`src/rtl/ifx_pkg.sv`:
```
// Package for the infix evaluator: character codes, status codes, term ops, states.
// No dependencies.
package ifx_pkg;

  localparam logic [7:0] CH_PLUS  = 8'h2B;
  localparam logic [7:0] CH_MINUS = 8'h2D;
  localparam logic [7:0] CH_MUL   = 8'h2A;
  localparam logic [7:0] CH_DIV   = 8'h2F;
  localparam logic [7:0] CH_SPACE = 8'h20;
  localparam logic [7:0] CH_ZERO  = 8'h30;
  localparam logic [7:0] CH_NINE  = 8'h39;

  localparam logic [2:0] ST_OK   = 3'd0;
  localparam logic [2:0] ST_BAD  = 3'd1;
  localparam logic [2:0] ST_POS  = 3'd2;
  localparam logic [2:0] ST_TWO  = 3'd3;
  localparam logic [2:0] ST_DIV0 = 3'd4;
  localparam logic [2:0] ST_OVF  = 3'd5;

  typedef enum logic [1:0] {
    TOP_NONE = 2'd0,
    TOP_MUL  = 2'd1,
    TOP_DIV  = 2'd2
  } term_op_t;

  // Class of a character after the front end has decoded it.
  typedef enum logic [2:0] {
    CL_DIGIT = 3'd0,
    CL_PLUS  = 3'd1,
    CL_MINUS = 3'd2,
    CL_MUL   = 3'd3,
    CL_DIV   = 3'd4,
    CL_SPACE = 3'd5,
    CL_BAD   = 3'd6
  } char_class_t;

  // One classified beat handed from front to back.
  typedef struct packed {
    char_class_t cls;
    logic [3:0]  digit;
    logic        last;
  } tok_t;

  typedef enum logic [2:0] {
    S_IDLE,
    S_CLOSE,
    S_MUL,
    S_DIV,
    S_FOLD,
    S_OUT
  } bstate_t;

endpackage

```
`src/rtl/ifx_if.sv`:
```
// Valid/ready channel interface carrying a generic payload.
// Depends on nothing; payload width is a parameter.
interface ifx_if #(parameter int W = 8);
  logic         valid;
  logic         ready;
  logic [W-1:0] data;
  modport source (output valid, output data, input ready);
  modport sink (input valid, input data, output ready);
endinterface

```
`src/rtl/ifx_front.sv`:
```
// Front end: classifies characters and pushes them into a two-entry queue.
// Depends on ifx_pkg.
module ifx_front (
  input  logic        clk,
  input  logic        rst_n,
  input  logic        in_valid,
  output logic        in_ready,
  input  logic [7:0]  in_char,
  input  logic        in_last,
  output logic        q_valid,
  input  logic        q_pop,
  output ifx_pkg::tok_t q_tok
);
  import ifx_pkg::*;

  tok_t       mem_r [2];
  logic       wp_r, wp_nxt, rp_r, rp_nxt;
  logic [1:0] cnt_r, cnt_nxt;
  tok_t       tok;
  logic       push;

  // Decode the character class.
  always_comb begin
    tok.last  = in_last;
    tok.digit = 4'(in_char - CH_ZERO);
    if (in_char >= CH_ZERO && in_char <= CH_NINE) tok.cls = CL_DIGIT;
    else if (in_char == CH_PLUS) tok.cls = CL_PLUS;
    else if (in_char == CH_MINUS) tok.cls = CL_MINUS;
    else if (in_char == CH_MUL) tok.cls = CL_MUL;
    else if (in_char == CH_DIV) tok.cls = CL_DIV;
    else if (in_char == CH_SPACE) tok.cls = CL_SPACE;
    else tok.cls = CL_BAD;
  end

  assign in_ready = (cnt_r != 2'd2);
  assign push     = in_valid && in_ready;
  assign q_valid  = (cnt_r != 2'd0);
  assign q_tok    = mem_r[rp_r];

  always_comb begin
    wp_nxt  = push ? ~wp_r : wp_r;
    rp_nxt  = q_pop ? ~rp_r : rp_r;
    cnt_nxt = cnt_r + 2'(push) - 2'(q_pop);
  end

  // Queue pointers.
  always_ff @(posedge clk) begin
    if (!rst_n) begin
      wp_r  <= 1'b0;
      rp_r  <= 1'b0;
      cnt_r <= 2'd0;
    end else begin
      wp_r  <= wp_nxt;
      rp_r  <= rp_nxt;
      cnt_r <= cnt_nxt;
    end
  end

  // Queue storage.
  always_ff @(posedge clk) begin
    if (push) mem_r[wp_r] <= tok;
  end
endmodule

```
`src/rtl/ifx_back.sv`:
```
// Back end: executes classified beats on the sum, term and literal state.
// Depends on ifx_pkg; holds a two-step multiplier and a restoring divider for terms.
module ifx_back #(
  parameter int VALUE_WIDTH = 48,
  parameter int FRAC_BITS   = 16
) (
  input  logic                   clk,
  input  logic                   rst_n,
  input  logic                   q_valid,
  output logic                   q_pop,
  input  ifx_pkg::tok_t          q_tok,
  output logic                   out_valid,
  input  logic                   out_ready,
  output logic [VALUE_WIDTH-1:0] out_value,
  output logic [2:0]             out_status
);
  import ifx_pkg::*;

  localparam int W  = VALUE_WIDTH;
  localparam int MW = W + 32;
  localparam int CW = $clog2(W + 1);
  localparam logic [W-1:0] VMAX = {1'b0, {(W-1){1'b1}}};
  localparam logic [W-1:0] VMIN = {1'b1, {(W-1){1'b0}}};
  localparam logic [63:0]  ILIM = 64'(VMAX) >> FRAC_BITS;

  bstate_t       st_r, st_nxt;
  logic [W-1:0]  sum_r, term_r;
  logic [31:0]   acc_r, lit_r;
  term_op_t      op_r;
  logic          sign_r, lwo_r, seen_r, open_r;
  logic [2:0]    err_r;
  tok_t          tok_r;
  logic          mph_r;
  logic [MW-1:0] macc_r;
  logic [CW-1:0] cnt_r;
  logic [31:0]   rem_r;
  logic [W-1:0]  val_r;
  logic [2:0]    sts_r;

  logic          tok_is_op;
  logic [35:0]   acc_ext;
  logic          acc_sat;
  logic          seen_n, lwo_n;
  logic [2:0]    err_in;
  logic          lit_ovf;
  logic [31:0]   lit_c;
  logic [2:0]    err_cl;
  logic [15:0]   mslice;
  logic [W+15:0] mprod;
  logic [MW-1:0] macc_nxt;
  logic [33:0]   trial;
  logic [W:0]    fsum;
  logic          fov;
  logic [W-1:0]  fsat;
  logic [2:0]    err_fold;

  // Merge a new error into the held code by priority.
  function automatic logic [2:0] merge(input logic [2:0] e, input logic [2:0] c);
    logic [2:0] r;
    r = e;
    if (c == ST_BAD) r = ST_BAD;
    else if (c == ST_POS) begin
      if (e != ST_BAD) r = ST_POS;
    end else if (e == ST_OK) r = c;
    return r;
  endfunction

  // Decode of the head beat of the queue: literal growth, overflow and syntax errors.
  always_comb begin
    tok_is_op = (q_tok.cls == CL_PLUS) || (q_tok.cls == CL_MINUS) ||
                (q_tok.cls == CL_MUL) || (q_tok.cls == CL_DIV);
    acc_ext = ({4'd0, acc_r} << 3) + ({4'd0, acc_r} << 1) + 36'(q_tok.digit);
    acc_sat = (acc_ext[35:32] != 4'd0);
    err_in = err_r;
    if (q_tok.cls == CL_BAD) err_in = merge(err_in, ST_BAD);
    else if (q_tok.cls == CL_DIGIT) begin
      if (acc_sat) err_in = merge(err_in, ST_OVF);
    end else if (tok_is_op) begin
      if (!seen_r) err_in = merge(err_in, ST_POS);
      else if (lwo_r) err_in = merge(err_in, ST_TWO);
    end
    seen_n = seen_r || (q_tok.cls == CL_DIGIT);
    lwo_n  = (q_tok.cls == CL_DIGIT) ? 1'b0 : (tok_is_op ? 1'b1 : lwo_r);
    if (q_tok.last && (!seen_n || lwo_n)) err_in = merge(err_in, ST_POS);
  end

  // Literal clamp, multiplier step, divider step and saturating fold.
  always_comb begin
    lit_ovf  = ({32'd0, acc_r} > ILIM);
    lit_c    = lit_ovf ? ILIM[31:0] : acc_r;
    err_cl   = lit_ovf ? merge(err_r, ST_OVF) : err_r;
    mslice   = mph_r ? lit_r[15:0] : lit_r[31:16];
    mprod    = term_r * mslice;
    macc_nxt = {macc_r[MW-17:0], 16'd0} + {16'd0, mprod};
    trial    = {1'b0, rem_r, term_r[W-1]} - {2'b00, lit_r};
    if (sign_r) fsum = {sum_r[W-1], sum_r} - {1'b0, term_r};
    else fsum = {sum_r[W-1], sum_r} + {1'b0, term_r};
    fov      = fsum[W] != fsum[W-1];
    fsat     = fov ? (sign_r ? VMIN : VMAX) : fsum[W-1:0];
    err_fold = fov ? merge(err_r, ST_OVF) : err_r;
  end

  // Next-state logic.
  always_comb begin
    st_nxt = st_r;
    unique case (st_r)
      S_IDLE:  if (q_valid && (q_tok.last || tok_is_op)) st_nxt = S_CLOSE;
      S_CLOSE: begin
        if (!open_r) st_nxt = S_FOLD;
        else if (op_r == TOP_MUL) st_nxt = S_MUL;
        else if (op_r == TOP_DIV && lit_c != 32'd0) st_nxt = S_DIV;
        else st_nxt = S_FOLD;
      end
      S_MUL:   if (mph_r) st_nxt = S_FOLD;
      S_DIV:   if (cnt_r == CW'(1)) st_nxt = S_FOLD;
      S_FOLD:  st_nxt = tok_r.last ? S_OUT : S_IDLE;
      S_OUT:   if (out_ready) st_nxt = S_IDLE;
      default: st_nxt = S_IDLE;
    endcase
  end

  // Output decode.
  always_comb begin
    q_pop      = (st_r == S_IDLE) && q_valid;
    out_valid  = (st_r == S_OUT);
    out_value  = val_r;
    out_status = sts_r;
  end

  // Datapath and control registers.
  always_ff @(posedge clk) begin
    if (!rst_n) begin
      st_r <= S_IDLE;
      sum_r <= '0; term_r <= '0; acc_r <= '0; lit_r <= '0; op_r <= TOP_NONE;
      sign_r <= 1'b0; lwo_r <= 1'b0; seen_r <= 1'b0; open_r <= 1'b0;
      err_r <= ST_OK; tok_r <= '0; mph_r <= 1'b0; macc_r <= '0;
      cnt_r <= '0; rem_r <= '0; val_r <= '0; sts_r <= ST_OK;
    end else begin
      st_r <= st_nxt;
      unique case (st_r)
        S_IDLE: if (q_valid) begin
          tok_r <= q_tok;
          // Digits grow the literal; operators only mark their position here.
          if (q_tok.cls == CL_DIGIT) begin
            acc_r  <= acc_sat ? 32'hFFFF_FFFF : acc_ext[31:0];
            open_r <= 1'b1; seen_r <= 1'b1; lwo_r <= 1'b0;
          end else if (tok_is_op) lwo_r <= 1'b1;
          err_r <= err_in;
        end
        S_CLOSE: if (open_r) begin
          // Clamp the literal and start the pending term operation.
          lit_r <= lit_c;
          if (op_r == TOP_MUL) begin
            mph_r <= 1'b0; macc_r <= '0; err_r <= err_cl;
          end else if (op_r == TOP_DIV && lit_c != 32'd0) begin
            rem_r <= '0; cnt_r <= CW'(W); err_r <= err_cl;
          end else begin
            if (op_r == TOP_DIV) begin
              term_r <= VMAX;
              err_r  <= merge(err_cl, ST_DIV0);
            end else begin
              term_r <= W'(lit_c) << FRAC_BITS;
              err_r  <= err_cl;
            end
            op_r <= TOP_NONE; acc_r <= '0; open_r <= 1'b0;
          end
        end
        S_MUL: begin
          // Sixteen literal bits per cycle, high half first.
          mph_r  <= 1'b1;
          macc_r <= macc_nxt;
          if (mph_r) begin
            if (macc_nxt > MW'(VMAX)) begin
              term_r <= VMAX;
              err_r  <= merge(err_r, ST_OVF);
            end else term_r <= macc_nxt[W-1:0];
            op_r <= TOP_NONE; acc_r <= '0; open_r <= 1'b0;
          end
        end
        S_DIV: begin
          // One quotient bit per cycle, shifted into the term register.
          term_r <= {term_r[W-2:0], ~trial[33]};
          rem_r  <= trial[33] ? {rem_r[30:0], term_r[W-1]} : trial[31:0];
          cnt_r  <= cnt_r - CW'(1);
          if (cnt_r == CW'(1)) begin
            op_r <= TOP_NONE; acc_r <= '0; open_r <= 1'b0;
          end
        end
        S_FOLD: begin
          // The last beat builds the result and clears the state.
          if (tok_r.last) begin
            sts_r <= err_fold;
            val_r <= (err_fold == ST_BAD || err_fold == ST_POS || err_fold == ST_TWO) ?
                     '0 : fsat;
            sum_r <= '0; term_r <= '0; acc_r <= '0; op_r <= TOP_NONE;
            sign_r <= 1'b0; lwo_r <= 1'b0; seen_r <= 1'b0; open_r <= 1'b0;
            err_r <= ST_OK;
          end else if (tok_r.cls == CL_PLUS || tok_r.cls == CL_MINUS) begin
            sum_r  <= fsat;
            term_r <= '0;
            err_r  <= err_fold;
            op_r   <= TOP_NONE;
            sign_r <= (tok_r.cls == CL_MINUS);
          end else if (tok_r.cls == CL_MUL) op_r <= TOP_MUL;
          else if (tok_r.cls == CL_DIV) op_r <= TOP_DIV;
        end
        S_OUT: ;
        default: ;
      endcase
    end
  end
endmodule

```
`src/rtl/infix_four_op_evaluator.sv`:
```
// Infix evaluator, one character per beat; result in signed fixed point with
// FRAC_BITS fraction bits. A beat waits in the queue, then a digit, space or
// bad character takes only the decode state of the back end. An operator or the
// last beat passes decode, close literal and fold, plus the multiply steps when a
// multiply is pending and the divider steps when a divide is pending. The result
// is held until accepted; meanwhile the two-beat queue fills and then the input
// stalls.
// Top level: ties ifx_front and ifx_back to the channel interfaces.
// Depends on ifx_pkg, ifx_if, ifx_front, ifx_back.
module infix_four_op_evaluator #(
  parameter int VALUE_WIDTH = 48,
  parameter int FRAC_BITS   = 16
) (
  input  logic clk,
  input  logic rst_n,
  ifx_if.sink   in_ch,
  ifx_if.source out_ch
);
  import ifx_pkg::*;

  logic q_valid, q_pop;
  tok_t q_tok;
  logic [VALUE_WIDTH-1:0] value;
  logic [2:0] status;

  ifx_front u_front (
    .clk, .rst_n,
    .in_valid(in_ch.valid), .in_ready(in_ch.ready),
    .in_char(in_ch.data[7:0]), .in_last(in_ch.data[8]),
    .q_valid, .q_pop, .q_tok
  );

  ifx_back #(.VALUE_WIDTH(VALUE_WIDTH), .FRAC_BITS(FRAC_BITS)) u_back (
    .clk, .rst_n, .q_valid, .q_pop, .q_tok,
    .out_valid(out_ch.valid), .out_ready(out_ch.ready),
    .out_value(value), .out_status(status)
  );

  assign out_ch.data = {status, value};
endmodule

```
`src/flat_wrapper.sv`:
```
// flat-port wrapper written by rule: the top's interface ports become plain ports
module infix_four_op_evaluator_flat import ifx_pkg::*;
#(
  parameter int VALUE_WIDTH = 48,
  parameter int FRAC_BITS   = 16
)
  (clk, rst_n, in_ch_valid, in_ch_data, in_ch_ready, out_ch_valid, out_ch_data, out_ch_ready);
  ifx_if #(.W(9)) in_ch_i ();
  ifx_if #(.W((48) + 3)) out_ch_i ();
  input  logic clk;
  input  logic rst_n;
  input wire logic [$bits(in_ch_i.valid)-1:0] in_ch_valid;
  input wire logic [$bits(in_ch_i.data)-1:0] in_ch_data;
  output wire logic [$bits(in_ch_i.ready)-1:0] in_ch_ready;
  output wire logic [$bits(out_ch_i.valid)-1:0] out_ch_valid;
  output wire logic [$bits(out_ch_i.data)-1:0] out_ch_data;
  input wire logic [$bits(out_ch_i.ready)-1:0] out_ch_ready;
  assign in_ch_i.valid = in_ch_valid;
  assign in_ch_i.data = in_ch_data;
  assign in_ch_ready = in_ch_i.ready;
  assign out_ch_valid = out_ch_i.valid;
  assign out_ch_data = out_ch_i.data;
  assign out_ch_i.ready = out_ch_ready;
  infix_four_op_evaluator #(.VALUE_WIDTH(VALUE_WIDTH), .FRAC_BITS(FRAC_BITS)) u_core (.clk(clk), .rst_n(rst_n), .in_ch(in_ch_i), .out_ch(out_ch_i));
endmodule
```
`config.mk`:
```
export PLATFORM = sky130hd
export DESIGN_NAME = infix_four_op_evaluator_flat
export DESIGN_NICKNAME = d
export VERILOG_FILES = /design/src/rtl/ifx_pkg.sv /design/src/rtl/ifx_if.sv /design/src/rtl/ifx_front.sv /design/src/rtl/ifx_back.sv /design/src/rtl/infix_four_op_evaluator.sv /design/src/flat_wrapper.sv
export SDC_FILE = /design/constraint.sdc
export NUM_CORES = 2
export LEC_CHECK = 0
export ABC_CLOCK_PERIOD_IN_PS = 15750
export BUFFER_PORTS_ARGS = -buffer_cell sky130_fd_sc_hd__buf_4
export CORE_ASPECT_RATIO = 2
export CORE_MARGIN = 2
export CORE_UTILIZATION = 53
export DETAILED_ROUTE_END_ITERATION = 10
export GPL_ROUTABILITY_DRIVEN = 1
export MAX_ROUTING_LAYER = met4
export PLACE_DENSITY = 0.69
export SETUP_SLACK_MARGIN = 0.15
export SKIP_LAST_GASP = 1
export SLEW_MARGIN = 20
export SYNTH_ARGS = -nofsm -noshare
export SYNTH_HDL_FRONTEND = slang
export SYNTH_HIERARCHICAL = 1
export SYNTH_SLANG_ARGS = --single-unit
```
`constraint.sdc`:
```
create_clock -name clk -period 15.75 [get_ports clk]
set_clock_uncertainty 0.2 [all_clocks]
set_input_delay 0.7875 -clock clk [delete_from_list [all_inputs] [get_ports clk]]
set_output_delay 0.7875 -clock clk [all_outputs]
set_load 0.02 [all_outputs]
```
Word-level counts from Yosys, hierarchy flattened --
Memory sizes are Yosys's and may differ from the RTL's. A register that Yosys moved wholly into a read port is not among the register bits. Index checks and enable logic that the tools add are counted.
Storage, ports and cells: memories kept 1, word-level logic and storage cells 240, register bits 334, bits in writable memories 16
Cells by class: order comparisons 4, eq/ne operators 44, reductions and logical operators 44, multipliers 1, mux-type cells 111, bitwise logic cells 3, add/subtract/negate cells 10
Memories:
- u_core.u_front.mem_r | depth 2, bits a word 8, read ports 1, clocked after Yosys merged registers in 1, wr ports 1, line ifx_front.sv:16 | tok_t mem_r [2];
Operators by type and width (number):
- $mux W48 | 13
- $mux W32 | 14
- $pmux W48 S4 | 1
- $pmux W32 S5 | 1
- $mux W64 | 2
- $pmux W64 S2 | 1
- $mux W3 | 35
- $add A80 B64 Y80 | 1
- $gt A80 B47 Y1 const B | 1
- $mul A48 B16 Y64 | 1
- $pmux W32 S2 | 1
- $add A49 B48 Y49 | 1
- $mux W49 | 1
- $sub A49 B48 Y49 | 1
- $eq A8 B6 Y1 const B | 5
- $add A35 B33 Y36 | 1
- $add A36 B4 Y36 | 1
- $sub A33 B32 Y34 | 1
- $gt A32 B31 Y1 const B | 1
- $reduce_bool A32 Y1 | 1
- $eq A3 B2 Y1 const B | 8
- $ne A2 B2 Y1 const B | 12
- $mux W2 | 11
- $mux W1 | 19
- 38 further kinds | 83

Longest topological paths before layout --
depth after elaboration 12, gate-level depth with buffers 35

Hierarchy --
The synthesis kept the hierarchy.
Modules (own cells, without submodules):
- ifx_back | times used 1, area each 48152.4 um^2, seq. area each 6606.3 um^2, cells each 6009
- ifx_front | times used 1, area each 889.6 um^2, seq. area each 580.6 um^2, cells each 64

Worst setup path after synthesis --
Ideal clock, no wire load.
path type register to register, start point reg u_core.u_back.mph_r, end point reg u_core.u_back.term_r[25], stages on the path, launching flop included 35, required time 15426 ps, period minus slack after synthesis 8456 ps, data arrival time 8132 ps, setup slack 7294 ps, setup time 124 ps, cell sequence dfxtp_1 clkbuf_1 clkbuf_1 nand2_1 o21ai_0 clkbuf_1 clkbuf_1 nand2_1 fa_1 inv_1 fa_1 inv_1 fa_1 inv_1 fa_1 fa_1 inv_1 fa_1 inv_1 ha_1 clkbuf_2 nand4_1 or2_1 or3_1 a2111oi_2 o211ai_1 a32oi_1 or4b_1 nor4_1 and4_1 a211oi_1 buf_2 buf_2 a221oi_1 o21ai_1
Between the ends: longest elaborated chain between the ends 7
Ends and longest elaborated chain:
- start, declared | line ifx_back.sv:33 | logic mph_r;
- start signal, assigned | line ifx_back.sv:136 | err_r <= ST_OK; tok_r <= '0; mph_r <= 1'b0; macc_r <= '0;
- start signal, assigned | line ifx_back.sv:154 | mph_r <= 1'b0; macc_r <= '0; err_r <= err_cl;
- start signal, assigned | line ifx_back.sv:170 | mph_r <= 1'b1;
- $mux W16 | line ifx_back.sv:92 | mslice = mph_r ? lit_r[15:0] : lit_r[31:16];
- $mul A48 B16 Y64 | line ifx_back.sv:93 | mprod = term_r * mslice;
- $add A80 B64 Y80 | line ifx_back.sv:94 | macc_nxt = {macc_r[MW-17:0], 16'd0} + {16'd0, mprod};
- $gt A80 B47 Y1 | line ifx_back.sv:173 | if (macc_nxt > MW'(VMAX)) begin
- $mux W48 | line ifx_back.sv:173
- $mux W48 | line ifx_back.sv:172 | if (mph_r) begin
- $pmux W48 S4 | line ifx_back.sv:140 | unique case (st_r)
- end signal, assigned | line ifx_back.sv:162 | term_r <= W'(lit_c) << FRAC_BITS;
- end signal, assigned | line ifx_back.sv:176 | end else term_r <= macc_nxt[W-1:0];
- end signal, assigned | line ifx_back.sv:182 | term_r <= {term_r[W-2:0], ~trial[33]};
- end, declared | line ifx_back.sv:27 | logic [W-1:0] sum_r, term_r;
Parallel ways exist; a longest one is shown, timed or not. The select of a mux whose other input is x is not followed. A chain may end at the register's enable or synchronous reset.

Worst setup path after layout --
start point reg u_core.u_back.mph_r, end point reg u_core.u_back.term_r[19]
Same word-level chain as after synthesis.

==> results by stage <==
Status:
- The flow ran to the end, and the final reports show no timing, DRC or antenna violations.

Finish:
- The post-layout net count is between 6k and 7k.
- Cells fill 56.7% of the core in the end.
- The finished layout holds 7,144 standard cells, fillers aside.
- In the final layout, the multi-input gates occupy approximately 37,000 µm².
- The area growth from synthesis to layout is 5.83%.
- The number of fill cells is 8,732.
- With fillers left out, the area of the finished cells amounts to 51,900 µm².
- Across the whole layout, storage elements account for 7190 µm².
- In the final layout, the share of cells above drive strength 1 is approximately 5.0%.

Logic synthesis:
- The average size of a mapped cell is between 8 and 9 µm².
- The most common flop cell mapped by yosys is sky130_fd_sc_hd__dfxtp_1.
- Summed over all instances, the cell type with the most area after synthesis is sky130_fd_sc_hd__fa_1.
- The fraction of the mapped netlist area in compound gates is 15.9%.
- Sorting the synthesized cells by area gives the leading types as sky130_fd_sc_hd__fa_1 28%, sky130_fd_sc_hd__dfxtp_1 14%, sky130_fd_sc_hd__ha_1 7.7%.
- During synthesis, Yosys emitted a total of 6 warnings.
- The adder-cell share of the synthesized area is between 30 and 40%.
- Counting flops with a built-in enable in the synthesized netlist gives 16.
- The parity-gate share of the synthesized area counting xor and xnor cells is between 3 and 4%.
- The most numerous cell in the Yosys netlist is sky130_fd_sc_hd__inv_1.
- Of the total synthesized cell area, the portion taken by AND, OR, NAND and NOR gates is 18.9%.
- The number of nets produced by synthesis is slightly above 7k.
- In this run, synthesis produced a sequential element count of ~350.
- In this run the cell area of the synthesized design comes to between 40,000 and 50,000 µm².
- After synthesis, the largest family of logic cells by area is adder cells.
- Sorting the synthesized cells by how often they occur yields 965 x sky130_fd_sc_hd__inv_1, 909 x sky130_fd_sc_hd__nand2_1, 694 x sky130_fd_sc_hd__fa_1, 335 x sky130_fd_sc_hd__dfxtp_1, 334 x sky130_fd_sc_hd__o21ai_0.
- The number of different library cells used by synthesis comes to roughly 100.
- Sequential cells were found to cover about 15% of the synthesized design area.
- Of all flip-flops after synthesis, the portion carrying an async set or reset was 0%.
- The share of synthesized area spent on multiplexers is 0.773%.
- The cell count after synthesis came out at around 6.1k.
- The synthesized design devotes to its leading area cell type around 28% of total area.

CTS:
- CTS built an H-tree with a depth of 2.
- TritonCTS built the clock tree.
- The buffers inserted during post-CTS setup optimization is 0.
- Once the clock tree was built, the resizer swapped 0 gates to a different size.
- Hold repair after CTS inserted 0 buffers.
- The clock passes through at most 3 buffers.
- For the worst-skew pair, the clock arrives at the later sink with an insertion delay of between 600 and 700 ps.
- TritonCTS created 38 clock buffers.
- The tree built by TritonCTS fans out to 351 sinks.
- After clock tree synthesis, the clock-pin slew on the worst setup and hold paths is 70 ps.
- The root buffer selected by CTS is sky130_fd_sc_hd__clkbuf_16.

STA:
- Setup violations remaining at the end of the flow were counted as 0.
- Setup repair after global routing left no endpoint under its margin.
- Summed over all failing endpoints, the final setup total negative slack is 0 ps.
- The time the final worst path needs with I/O delays and setup is 11,260 ps.
- The number of pins with negative max-slew slack in the final report is 0.
- The worst hold margin is approximately 180 ps.
- The worst setup margin is between 4000 and 5000 ps.
- The transition time at the pin with the least slew margin is 1250 ps.
- Timing would allow up to slightly below 0.09 GHz.
- The max-slew headroom at the worst pin is 16.3%.
- The number of failing hold endpoints at the final stage is 0.
- The share of the clock period used by the worst path after layout is 71.5%.

Critical path:
- The critical path is of the flip-flop to flip-flop type.
- The worst setup path is captured at a flip-flop.
- The endpoint required time on the critical path is ~16,000 ps.
- By instance count, the cell type seen most on the critical path is sky130_fd_sc_hd__fa_1.
- The cell at the slowest stage of the critical path is sky130_fd_sc_hd__a21oi_1.
- The worst setup path is launched from a flip-flop.
- The biggest cell delay along the critical path is approximately 840 ps.
- For the worst setup path, the data arrival time is roughly 12,000 ps.
- In this run the worst path has a maximum fanout of 48.

Die:
- The I/O pin count is 66.
- The die covers roughly 95,000 µm².
- The starting density of the core is 53.6%.
- The die span in x is between 200 and 250 µm.
- The die is ~430 µm tall.
- The floorplan step defined a core boundary enclosing about 92,000 µm².
- Row generation in the floorplan step produced approximately 160 rows.

Global route:
- The number of global-route vias before repair is roughly 47k.
- The first global-routing pass estimated 280,000 µm of wire.
- Global routing finished with a remaining overflow of 0.
- Entering global routing, the biggest net connects slightly above 90 pins.
- Global routing used around 41% of the available tracks across all layers.
- The initial antenna violation count is 8.

Power:
- The largest vdd supply drop is around 0.42 mV.
- Dividing total power by cell area gives a power density of ~150 nW/µm².
- The overall power after layout is ~7.9 mW.
- In this run the static leakage power is 23.8 nW.

Drt:
- The number of violations reported at the end of detailed-routing iteration 0 is between 3k and 4k.
- The post-detailed-route count of antenna-violating nets is 0.
- The total number of vias is around 44k.
- The remaining routing DRC violations is 0.
- The average wire per cell in the routed design is around 26 µm.
- The via density per instance is 6.20.
- The number of search-and-repair iterations in the first detailed-routing pass is 6.
- Summed over all layers, the routed wires come to 185,000 µm.

Job:
- The max-capacitance violation count is 0.

Placed design:
- Before CTS, the worst setup slack after placement is 5090 ps.
- The cell area reported after detailed placement is about 50,000 µm².
- The count of buffers added on input and output ports is 65.
- The instance count after placement with tap cells included is between 7k and 8k.
- The total half-perimeter wirelength after legalization and detailed placement is between 100,000 and 150,000 µm.
- The weighted congestion reported at the end of routability-driven placement is approximately 1.1.

Min path:
- The class of the tightest hold or removal check is input pin to flip-flop.
==> final timing paths <==
path	startpoint	to	slack (ps)	depth (start not counted)
max	u_core/u_back/mph_r$_SDFFE_PN0P_	u_core/u_back/term_r[19]$_SDFFE_PN0P_	4490	28
min	in_ch_data[8]	u_core/u_front/mem_r[0][0]$_DFFE_PP_	180	1
max reg2reg	u_core/u_back/mph_r$_SDFFE_PN0P_	u_core/u_back/term_r[19]$_SDFFE_PN0P_	4490	28
min reg2reg	u_core/u_back/out_value[45]$_SDFFE_PN0P_	u_core/u_back/out_value[45]$_SDFFE_PN0P_	260	2
==> cell usage in the layout (no fill, tap or decap), drive strengths merged, types with 16 or more instances in the layout <==
cell,n
fa,694
nor4,27
ha,300
mux2i,21
and2,162
nand3,46
a21o,89
clkbuf,53
nand4,56
a21boi,39
nand2,909
inv,969
o311a,33
or2,16
o211ai,32
and3,27
edfxtp,16
a22oi,69
o21ai,375
o21bai,23
xor2,57
a31oi,28
nor2b,307
dfxtp,335
nand2b,25
a211oi,26
xnor2,141
a21oi,301
nor2,262
o21a,32
nor3,58
buf,158
a221oi,53
==> layout make-up <==
class	instances	area share, %
Antenna cell	10	0.0482
Clock buffer	53	2.10
Clock inverter	16	0.432
Inverter	966	6.99
Multi-Input combinational cell	4398	71.4
Sequential cell	351	13.9
Tap cell	1192	2.87
Timing Repair Buffer	158	2.30
==> layer usage <==
layer	wire (µm)	up-vias	track usage [%]
met4	24600	0	43.0
li1	-	19226	-
met5	0	-	-
met1	56200	21711	37.0
met2	90600	2179	68.5
met3	13700	1194	9.88
==> critical path: cells and delay by family (launching register included) <==
kind | cells | cell delay [ps]
AOI/OAI and AO/OA | 9 | 3020
xor gates and xnor gates | 1 | 790
adders and majority gates | 7 | 3530
buffers and inverters | 6 | 1530
DFF | 1 | 610
and+or+nand+nor | 5 | 1270
==> sequential cells by signal, indices dropped and copies added (netlist names), 2 cells and up, named ones only <==
register	cells
u_core/u_back/term_r	48
u_core/u_front/cnt_r	2
u_core/u_back/acc_r	32
u_core/u_back/sum_r	48
u_core/u_back/out_value	48
u_core/u_back/tok_r	4
u_core/u_back/err_r	3
u_core/u_back/out_status	3
u_core/u_back/st_r	3
u_core/u_back/rem_r	32
u_core/u_front/mem_r	16
u_core/u_back/cnt_r	6
u_core/u_back/lit_r	32
u_core/u_back/macc_r	64
u_core/u_back/op_r	2
==> where the power goes <==
group	switching (mW)	leakage, nW	total (mW)	internal, mW
clock	0.443	0.628	0.998	0.556
combinational	3.84	20.3	5.81	1.96
sequential	0.110	2.85	1.08	0.967
total	4.40	23.8	7.88	3.49
==> cell families after synthesis <==
family          after synthesis
flops                       351
mux                          36
fa+ha+maj                   994
simple gates               1944
xor+xnor                    199
buf+inv                    1324
compound gates             1225
(Power assumes the default switching activity.)
